`src/sv/frps_pkg.sv`:
```
// ----------------------------------------------------------------------------
// frps_pkg
// Types and constants shared by the fixed-radius pair search block.
// ----------------------------------------------------------------------------
package frps_pkg;

  localparam int MAX_POINTS_DEF = 64;
  localparam int IDX_W          = 6;
  localparam int COORD_W        = 16;
  localparam int APB_DATA_W     = 32;
  localparam int APB_ADDR_W     = 3;

  // register indexes (paddr[2] selects the word)
  localparam logic REG_RADIUS = 1'b0;

  typedef struct packed {
    logic                      kind;
    logic signed [COORD_W-1:0] x_pos;
    logic signed [COORD_W-1:0] y_pos;
  } point_t;

  typedef struct packed {
    logic [IDX_W-1:0] first_index;
    logic [IDX_W-1:0] second_index;
    logic             last_pair;
  } pair_t;

  typedef enum logic {
    ST_IDLE,
    ST_SCAN
  } state_t;

endpackage

```
`src/sv/frps_ram.sv`:
```
// ----------------------------------------------------------------------------
// frps_ram
// Generic single-write, single-read RAM with registered read and read enable.
// ----------------------------------------------------------------------------
module frps_ram #(
  parameter int WIDTH = 32,
  parameter int DEPTH = 64
) (
  input  logic                     clk,
  input  logic                     we,
  input  logic [$clog2(DEPTH)-1:0] waddr,
  input  logic [WIDTH-1:0]         wdata,
  input  logic                     re,
  input  logic [$clog2(DEPTH)-1:0] raddr,
  output logic [WIDTH-1:0]         rdata
);

  logic [WIDTH-1:0] mem [DEPTH];

  always_ff @(posedge clk) begin
    if (we) begin
      mem[waddr] <= wdata;
    end
    if (re) begin
      rdata <= mem[raddr];
    end
  end

endmodule

```
`src/sv/fixed_radius_pair_search.sv`:
```
// ----------------------------------------------------------------------------
// fixed_radius_pair_search
// Brute-force 2-D neighbour pair search over a stored point set.
// ----------------------------------------------------------------------------
// Points come in on the point channel (valid/stall), signed Q8.8. kind 0
// opens a new set, kind 1 adds to the current one. Each point is written to
// the coordinate RAM at its index when its beat is taken, then the earlier
// points are read back one per cycle while the output does not stall, and
// every pair with squared distance strictly below radius squared leaves on
// the pair channel, in ascending order of the earlier index, last_pair
// marking the final one. A point with earlier points holds the input until
// all of them have gone through the three-stage distance pipeline and the
// scan has closed, so no new point is taken during a scan. Each pair waits
// in the scan for the next match or the end of the scan before it is
// registered on the output. A point with no earlier points, or one arriving
// when the set is full, starts no scan and gives nothing. The radius
// register (APB, byte address 0) is squared in a register every cycle. When
// the receiver stalls, the whole scan pipeline freezes until the output
// register empties. Reset empties the set, clears the radius and drops any
// pending pair; the RAM itself is not cleared.
// ----------------------------------------------------------------------------
module fixed_radius_pair_search
  import frps_pkg::*;
#(
  parameter int MAX_POINTS = MAX_POINTS_DEF
) (
  input  logic                  clk,
  input  logic                  rst,
  input  logic                  point_valid,
  output logic                  point_stall,
  input  point_t                point,
  output logic                  pair_valid,
  input  logic                  pair_stall,
  output pair_t                 pair,
  input  logic                  psel,
  input  logic                  penable,
  input  logic                  pwrite,
  input  logic [APB_ADDR_W-1:0] paddr,
  input  logic [APB_DATA_W-1:0] pwdata,
  output logic [APB_DATA_W-1:0] prdata,
  output logic                  pready
);

  localparam int AW = $clog2(MAX_POINTS);
  localparam int CW = $clog2(MAX_POINTS + 1);
  localparam int RW = 2 * COORD_W;

  // configuration
  logic [COORD_W-1:0] radius;
  logic [RW-1:0]      r2;

  assign pready = 1'b1;
  assign prdata = (paddr[2] == REG_RADIUS) ? APB_DATA_W'(radius) : '0;

  always_ff @(posedge clk) begin
    if (rst) begin
      radius <= '0;
    end else if (psel && penable && pwrite && paddr[2] == REG_RADIUS) begin
      radius <= pwdata[COORD_W-1:0];
    end
  end

  always_ff @(posedge clk) begin
    r2 <= RW'(radius) * RW'(radius);
  end

  // control state
  state_t state, state_next;
  logic [CW-1:0]      count;
  logic [AW-1:0]      rd_addr;
  logic [AW-1:0]      last_addr;
  logic               issue_done;
  logic [IDX_W-1:0]   cur_index;
  logic [COORD_W-1:0] nx, ny;

  logic          accept;
  logic [CW-1:0] count_eff;
  logic          full;
  logic          store;
  logic          go_scan;
  logic          en;
  logic          issue;
  logic          drained;

  // pipeline
  logic                      v1, v2, v3;
  logic [AW-1:0]             idx1, idx2, idx3;
  logic [RW-1:0]             rdata;
  logic signed [COORD_W:0]   dx, dy;
  logic [RW-1:0]             sqx, sqy;
  logic [RW:0]               dist2;
  logic                      match;

  logic             pend_valid;
  logic [AW-1:0]    pend_idx;
  logic             load;
  pair_t            load_data;

  assign accept    = point_valid && !point_stall;
  assign count_eff = point.kind ? count : '0;
  assign full      = (count_eff >= CW'(MAX_POINTS));
  assign store     = accept && !full;
  assign go_scan   = store && (count_eff != '0);
  assign en        = !pair_valid || !pair_stall;
  assign drained   = issue_done && !v1 && !v2 && !v3;

  // next state
  always_comb begin
    state_next = state;
    case (state)
      ST_IDLE: begin
        if (go_scan) state_next = ST_SCAN;
      end
      ST_SCAN: begin
        if (drained && en) state_next = ST_IDLE;
      end
      default: state_next = ST_IDLE;
    endcase
  end

  // outputs of the sequencer
  always_comb begin
    point_stall = 1'b1;
    issue       = 1'b0;
    case (state)
      ST_IDLE: point_stall = 1'b0;
      ST_SCAN: issue = en && !issue_done;
      default: point_stall = 1'b1;
    endcase
  end

  always_ff @(posedge clk) begin
    if (rst) begin
      state <= ST_IDLE;
    end else begin
      state <= state_next;
    end
  end

  // the new point goes to its own index; this scan only reads lower ones
  frps_ram #(
    .WIDTH (RW),
    .DEPTH (MAX_POINTS)
  ) u_coord_ram (
    .clk   (clk),
    .we    (store),
    .waddr (count_eff[AW-1:0]),
    .wdata ({point.x_pos, point.y_pos}),
    .re    (issue),
    .raddr (rd_addr),
    .rdata (rdata)
  );

  always_ff @(posedge clk) begin
    if (rst) begin
      count      <= '0;
      issue_done <= 1'b1;
      rd_addr    <= '0;
    end else begin
      if (store) begin
        count <= count_eff + 1'b1;
      end
      if (go_scan) begin
        issue_done <= 1'b0;
        rd_addr    <= '0;
      end else if (issue) begin
        rd_addr <= rd_addr + 1'b1;
        if (rd_addr == last_addr) issue_done <= 1'b1;
      end
    end
  end

  always_ff @(posedge clk) begin
    if (go_scan) begin
      last_addr <= AW'(count_eff - 1'b1);
      cur_index <= IDX_W'(count_eff);
      nx        <= point.x_pos;
      ny        <= point.y_pos;
    end
  end

  // distance pipeline: read, difference, squares, sum and compare
  always_ff @(posedge clk) begin
    if (rst) begin
      v1 <= 1'b0;
      v2 <= 1'b0;
      v3 <= 1'b0;
    end else if (en) begin
      v1 <= issue;
      v2 <= v1;
      v3 <= v2;
    end
  end

  always_ff @(posedge clk) begin
    if (en) begin
      idx1 <= rd_addr;
      idx2 <= idx1;
      idx3 <= idx2;
      dx   <= (COORD_W+1)'($signed(rdata[RW-1:COORD_W])) - (COORD_W+1)'($signed(nx));
      dy   <= (COORD_W+1)'($signed(rdata[COORD_W-1:0])) - (COORD_W+1)'($signed(ny));
      // squares of 17-bit differences stay below 2^32
      sqx  <= RW'(dx) * RW'(dx);
      sqy  <= RW'(dy) * RW'(dy);
    end
  end

  assign dist2 = (RW+1)'(sqx) + (RW+1)'(sqy);
  assign match = v3 && (dist2 < (RW+1)'(r2));

  // one pair is held back until the next match or the end of the scan
  always_comb begin
    load      = 1'b0;
    load_data = '0;
    if (en) begin
      if (match && pend_valid) begin
        load      = 1'b1;
        load_data = '{first_index: IDX_W'(pend_idx), second_index: cur_index,
                      last_pair: 1'b0};
      end else if (state == ST_SCAN && drained && pend_valid) begin
        load      = 1'b1;
        load_data = '{first_index: IDX_W'(pend_idx), second_index: cur_index,
                      last_pair: 1'b1};
      end
    end
  end

  always_ff @(posedge clk) begin
    if (rst) begin
      pend_valid <= 1'b0;
    end else if (en) begin
      if (match) begin
        pend_valid <= 1'b1;
      end else if (state == ST_SCAN && drained) begin
        pend_valid <= 1'b0;
      end
    end
  end

  always_ff @(posedge clk) begin
    if (en && match) begin
      pend_idx <= idx3;
    end
  end

  always_ff @(posedge clk) begin
    if (rst) begin
      pair_valid <= 1'b0;
    end else if (load) begin
      pair_valid <= 1'b1;
    end else if (!pair_stall) begin
      pair_valid <= 1'b0;
    end
  end

  always_ff @(posedge clk) begin
    if (load) begin
      pair <= load_data;
    end
  end

endmodule

```
`config.mk`:
```
export PLATFORM = sky130hd
export DESIGN_NAME = fixed_radius_pair_search
export DESIGN_NICKNAME = d
export VERILOG_FILES = /design/src/sv/frps_pkg.sv /design/src/sv/frps_ram.sv /design/src/sv/fixed_radius_pair_search.sv
export SDC_FILE = /design/constraint.sdc
export NUM_CORES = 2
export LEC_CHECK = 0
export BUFFER_PORTS_ARGS = -buffer_cell sky130_fd_sc_hd__buf_2
export CAP_MARGIN = 20
export CORE_ASPECT_RATIO = 0.8
export CORE_UTILIZATION = 50
export CTS_BUF_LIST = sky130_fd_sc_hd__clkbuf_4
export DETAILED_ROUTE_END_ITERATION = 12
export PLACE_DENSITY_LB_ADDON = 0.25
export SYNTH_ARGS = -nofsm -noshare
export SYNTH_HDL_FRONTEND = slang
export SYNTH_SLANG_ARGS = --single-unit
```
`constraint.sdc`:
```
create_clock -name clk -period 8 [get_ports clk]
set_input_delay 0.4 -clock clk [delete_from_list [all_inputs] [get_ports clk]]
set_output_delay 0.4 -clock clk [all_outputs]
set_load 0.02 [all_outputs]
```
Word-level counts from Yosys, hierarchy flattened
Memory sizes are Yosys's and may differ from the RTL's. A register that Yosys moved wholly into a read port is not among the register bits.
Index checks and enable logic that the tools add are counted.
{"block": "word_totals", "inputBits": 75, "elab_cells": 96, "latch_bits": 0, "ram_bits": 2048, "mem_bits_ro": 0, "regBits": 247, "mem_count": 1}
{"name": "u_coord_ram.mem", "words": 64, "width": 32, "read_ports": 1, "rd_ports_with_merged_regs": 1, "wr": 1, "line": "frps_ram.sv:18", "source": "logic [WIDTH-1:0] mem [DEPTH];"}
{"block": "classes", "shifts": 0, "n_eq_ne": 2, "n_div": 0, "n_mul": 3, "n_mux": 21, "reduce_logical": 32, "add_sub_neg": 6, "n_lt_le_gt_ge": 2, "bitwise_logic": 3}
{"operator": "multiplier 17 x 17 -> 32 bit", "n": 2}
{"operator": "subtractor 16 x 16 -> 17 bit", "n": 2}
{"operator": "adder 32 x 32 -> 33 bit", "n": 1}
{"operator": "less-than comparator 33 x 32 -> 1 bit", "n": 1}
{"operator": "multiplier 16 x 16 -> 32 bit", "n": 1}
{"operator": "2-to-1 mux 13 bit", "n": 2}
{"operator": "logical AND 1 bit", "n": 16}
{"operator": "2-to-1 mux 1 bit", "n": 16}
{"operator": "2-to-1 mux 16 bit", "n": 1}
{"operator": "adder 7 x 1 -> 7 bit, second input constant", "n": 1}
{"operator": "greater-or-equal comparator 7 bit, second input constant", "n": 1}
{"operator": "logical NOT 1 bit", "n": 7}
{"operator": "2-to-1 mux 7 bit", "n": 1}
{"operator": "nonzero test 7 bit", "n": 1}
{"operator": "adder 6 x 1 -> 6 bit, second input constant", "n": 1}
{"operator": "equality test 6 bit", "n": 1}
{"operator": "nonzero test 2 bit", "n": 3}
{"operator": "subtractor 6 x 1 -> 6 bit, second input constant", "n": 1}
{"operator": "AND reduction 2 bit", "n": 2}
{"operator": "OR reduction 2 bit", "n": 2}
{"operator": "inverter 1 bit", "n": 3}
{"operator": "!= test 2 x 1 -> 1 bit, second input constant", "n": 1}
{"operator": "one-hot mux 1 bit (2 select lines)", "n": 1}
{"operator": "logical OR 1 bit", "n": 1}

Logic depth before layout (Yosys ltp)
{"block": "depth", "ltp_word": 10, "mapped_depth": 26}

Modules after synthesis
From an unflattened synthesis, not the netlist that was laid out.
{"block": "unflattened", "cells_unflattened": 7047, "hier_area_um2": 115639.7}
{"mod": "frps_ram", "instances": 1, "seq_area_each_um2": 62459.9, "cells_each": 3324, "area_each_um2": 78835.6}
{"mod": "fixed_radius_pair_search", "instances": 1, "seq_area_each_um2": 6656.4, "cells_each": 3723, "area_each_um2": 36804.0}

Least setup slack after synthesis
No wires, ideal clock.
{"block": "synth_path", "path_type": "flip-flop to flip-flop", "start": "register dx[2]", "end": "register sqx[31] (data pin)", "path_slack_ps": 1682, "stages_incl_launch_ff": 24, "arrival_time_ps": 6058, "synth_period_minus_slack_ps": 6318, "t_required_ps": 7740, "cell_sequence": "edfxtp_1 -> clkbuf_1 -> clkbuf_1 -> nand2_1 -> fa_1 -> fa_1 -> fa_1 -> inv_1 -> fa_1 -> fa_1 -> inv_1 -> fa_1 -> inv_1 -> ha_1 -> clkbuf_1 -> a21oi_1 -> o21ai_1 -> a211oi_1 -> o21ai_1 -> o21a_1 -> o41ai_2 -> o2111ai_1 -> a21oi_1 -> xnor2_1"}
{"block": "synth_between", "elab_chain_cells": 1}
{"element": "start: declaration", "line": "fixed_radius_pair_search.sv:89", "source": "logic signed [COORD_W:0] dx, dy;"}
{"element": "start signal: assignment", "line": "fixed_radius_pair_search.sv:200", "source": "dx <= (COORD_W+1)'($signed(rdata[RW-1:COORD_W])) - (COORD_W+1)'($signed(nx));"}
{"element": "multiplier 17 x 17 -> 32 bit", "line": "fixed_radius_pair_search.sv:203", "source": "sqx <= RW'(dx) * RW'(dx);"}
{"element": "end signal: assignment", "line": "fixed_radius_pair_search.sv:203"}
{"element": "end: declaration", "line": "fixed_radius_pair_search.sv:90", "source": "logic [RW-1:0] sqx, sqy;"}
No other way between the ends.
A chain may end at the register's enable or synchronous reset.

Worst setup path after layout
{"block": "layout_path", "start": "register dx[3]", "end": "register sqx[30] (data pin)"}
The elaborated chain is that of the path after synthesis.

==> results.json <==
{
  "cts_sinks": 2324,
  "clockBufferDepth": 4,
  "synth.avg_cell_area_um2": 17.1,
  "r2r-start": "dx[3]",
  "cts-root-buf": "clkbuf_4",
  "grt_pass1_vias": 65500,
  "die_x_um": 540,
  "place.gp.congestion": 0.849,
  "cts_setup_buffers": 0,
  "grt_max_degree": 144,
  "fin_util_pct": 56.4,
  "fillers": 17800,
  "insertion_delay_ns": 1.33,
  "cpMostUsedCell": "fa_1",
  "cp-end-kind": "register",
  "first_pass_iters": 5,
  "period_needed_ns": 6.93,
  "crit_path_cell_trace": "inv_1 > nor2_1 > ha_1 > xor2_1 > fa_1 > fa_1 > inv_1 > fa_1 > fa_1 > inv_1 > fa_1 > inv_1 > ha_1 > and3_1 > nand4_1 > o21bai_1 > a21oi_1 > buf_4 > o21ai_1 > o41ai_1 > nand4b_1 > o311ai_1",
  "layout_common_cells": "edfxtp_1, inv_1, clkbuf_4",
  "ant_nets": 0,
  "drt-initial-drc-count": 5811,
  "num-nets-final": 8563,
  "io-pin-count": 123,
  "drive_above_1_share_pct": 24.0,
  "p_leak_nw": 47.4,
  "synth_edf_count": 2257,
  "period_share_pct": 86.6,
  "tritoncts": "built",
  "core_um2": 229000,
  "critPathLaunchType": "register",
  "synth_top_area_share_pct": 58.6,
  "drc": 0,
  "path_clk_slew_ns": 0.06,
  "skew_ns": 0.153,
  "htree_levels": 6,
  "layout_commonest_cell": "edfxtp_1",
  "critPathArrivalTime_ns": 7.92,
  "die_area_um2": 233000,
  "syn_inst": 6754,
  "yosys_warnings": 0,
  "hold_end": "u_coord_ram.mem[33][28]",
  "grt_pass1_wl_um": 407000,
  "rsz0062_at_grt": "false",
  "power.total_w": 0.0408,
  "io_buffers": 87,
  "reg2reg_to": "sqx[30]",
  "synth_async_sr_flop_share_pct": 0,
  "vias_per_cell": 5.66,
  "seq_area_frac_synth_pct": 59.8,
  "holdPathStages": 2,
  "rrSetupSlack_ns": 1.07,
  "maxSlewHeadroom_pct": 21.5,
  "hold_class": "in2reg",
  "fmax_mhz": 144,
  "hold_violations": 0,
  "fp.dieH_um": 432,
  "min_from": "point[28]",
  "rows": 157,
  "grt_use_total_pct": 23.6,
  "rr_worst_depth": 22,
  "cp_max_fo": 17,
  "area_growth_syn_to_layout_pct": 11.9,
  "final.setup.tns_ns": 0,
  "crit_buf_inv": 5,
  "slowest_delay_ns": 0.88,
  "initial_core_util_pct": 50.4,
  "worstPathRequired_ns": 9.00,
  "yosys_register_bits": 2324,
  "synth_largest_area_cell": "edfxtp_1",
  "antenna_found_initial": 29,
  "pwr_density_cell_nw_per_um2": 315,
  "peakVddDrop_v": 0.000724,
  "ctsResizeCount": 0,
  "synth_cell_types": 73,
  "cap_violations": 0,
  "cpMaxStageDelayCell": "edfxtp_1",
  "post_drt_wl_per_cell_um": 24.7,
  "totalWireLength_um": 269000,
  "hpwl_um": 163000,
  "numCtsBuffers": 574,
  "critPathTopFamily": "adder cells",
  "cts_hold_buf": 102,
  "setup_viol": 0,
  "tightest_slew_ns": 1.18,
  "drv_slew": 0,
  "vias": 61500,
  "status": "completed",
  "synth_flop_cell": "edfxtp_1",
  "overflow": 0,
  "crit_type": "reg2reg",
  "syn-cell-area_um2": 116000,
  "synth.area.top_cells": "edfxtp_1, mux4_2, fa_1"
}
-- layout make-up --
| type | count | area (µm²) | share of cell area (%) |
|---|---|---|---|
| tap | 3021 | 3780 | 2.92 |
| timing repair buffer | 361 | 3260 | 2.52 |
| antenna | 14 | 35.0 | 0.0271 |
| multi-input combinational | 3235 | 42400 | 32.8 |
| inverter | 949 | 3560 | 2.75 |
| clock buffer | 829 | 6220 | 4.81 |
| clock inverter | 144 | 1020 | 0.788 |
| sequential | 2324 | 69100 | 53.4 |
-- stage by stage --
stage / cells / instance area [µm²] / hold WS [ns] / setup slack [ns]
3_3_place_gp: 9742 / 120000 / 0.401 / 1.14
6_report: 10900 / 129000 / 0.0506 / 1.07
5_1_grt: 10900 / 129000 / 0.000901 / 0.639
4_1_cts: 10800 / 129000 / 0.0818 / 1.05
2_1_floorplan: 6769 / 116000 / 0.374 / 1.68
3_5_place_dp: 9742 / 120000 / 0.405 / 1.05
-- flip-flops by register name, summed over array words and instances (netlist names), 6 cells and up --
signal and cells:
count 7, dx 17, radius 16, sqx 31, ny 16, rd_addr 6
u_coord_ram.rdata 32, last_addr 6, idx1 6, idx3 6, nx 16, pend_idx 6
pair 13, cur_index 6, r2 31, sqy 31, dy 17, idx2 6
u_coord_ram.mem 2048
-- power breakdown --
part           leakage [nW]  total [W]  internal [W]  switching (W)
logic                  22.1     0.0163       0.00708        0.00926
clock network          4.29    0.00994       0.00526        0.00468
registers              21.1     0.0145        0.0143       0.000208
-- metal layers --
metal / vias to the layer above / part of all wire, % / global-route usage, % / wire [µm]
li1: 26500 / - / - / -
met1: 32200 / 43 / 34.0 / 114000
met2: 2423 / 47 / 37.1 / 127000
met3: 382 / 7.9 / 4.46 / 21100
met4: 8 / 2.2 / 6.40 / 5820
met5: - / 0.021 / 0 / 57
-- how the worst max path moves through the flow --
stage,start,to,cells past startpoint
floorplan,dx[2],sqx[31],23
global placement,dx[7],sqx[31],23
detailed placement,dx[3],sqx[31],21
CTS,dx[3],sqx[30],21
global route,dx[3],sqx[30],22
finish,dx[3],sqx[30],22
-- Yosys cell counts, types with 32 or more instances --
cell type and instances:
edfxtp_1 2257, inv_1 948, fa_1 677, mux4_2 672, ha_1 366, nand2_1 335
nor2_1 223, clkbuf_1 181, and2_1 148, xnor2_1 146, a21oi_1 135, dfxtp_1 67
nor2b_1 46, a21o_1 43, xor2_1 42, o21ai_0 40, o21ai_1 32
-- cells by family (layout without fill, tap and decap cells) --
logic type,count (synthesis),in the layout,share of synthesized area (%)
AO/OA/AOI/OAI,402,402,2.23
AND/OR/NAND/NOR,910,910,3.71
flip-flops,2324,2324,59.8
adder cells (fa/ha/maj),1043,1043,15.7
other,2,31,0.00649
multiplexers,675,675,13.1
XOR/XNOR,188,188,1.42
buffers and inverters,1210,2283,4.08
Note: power is estimated with default switching activity, not from simulation.
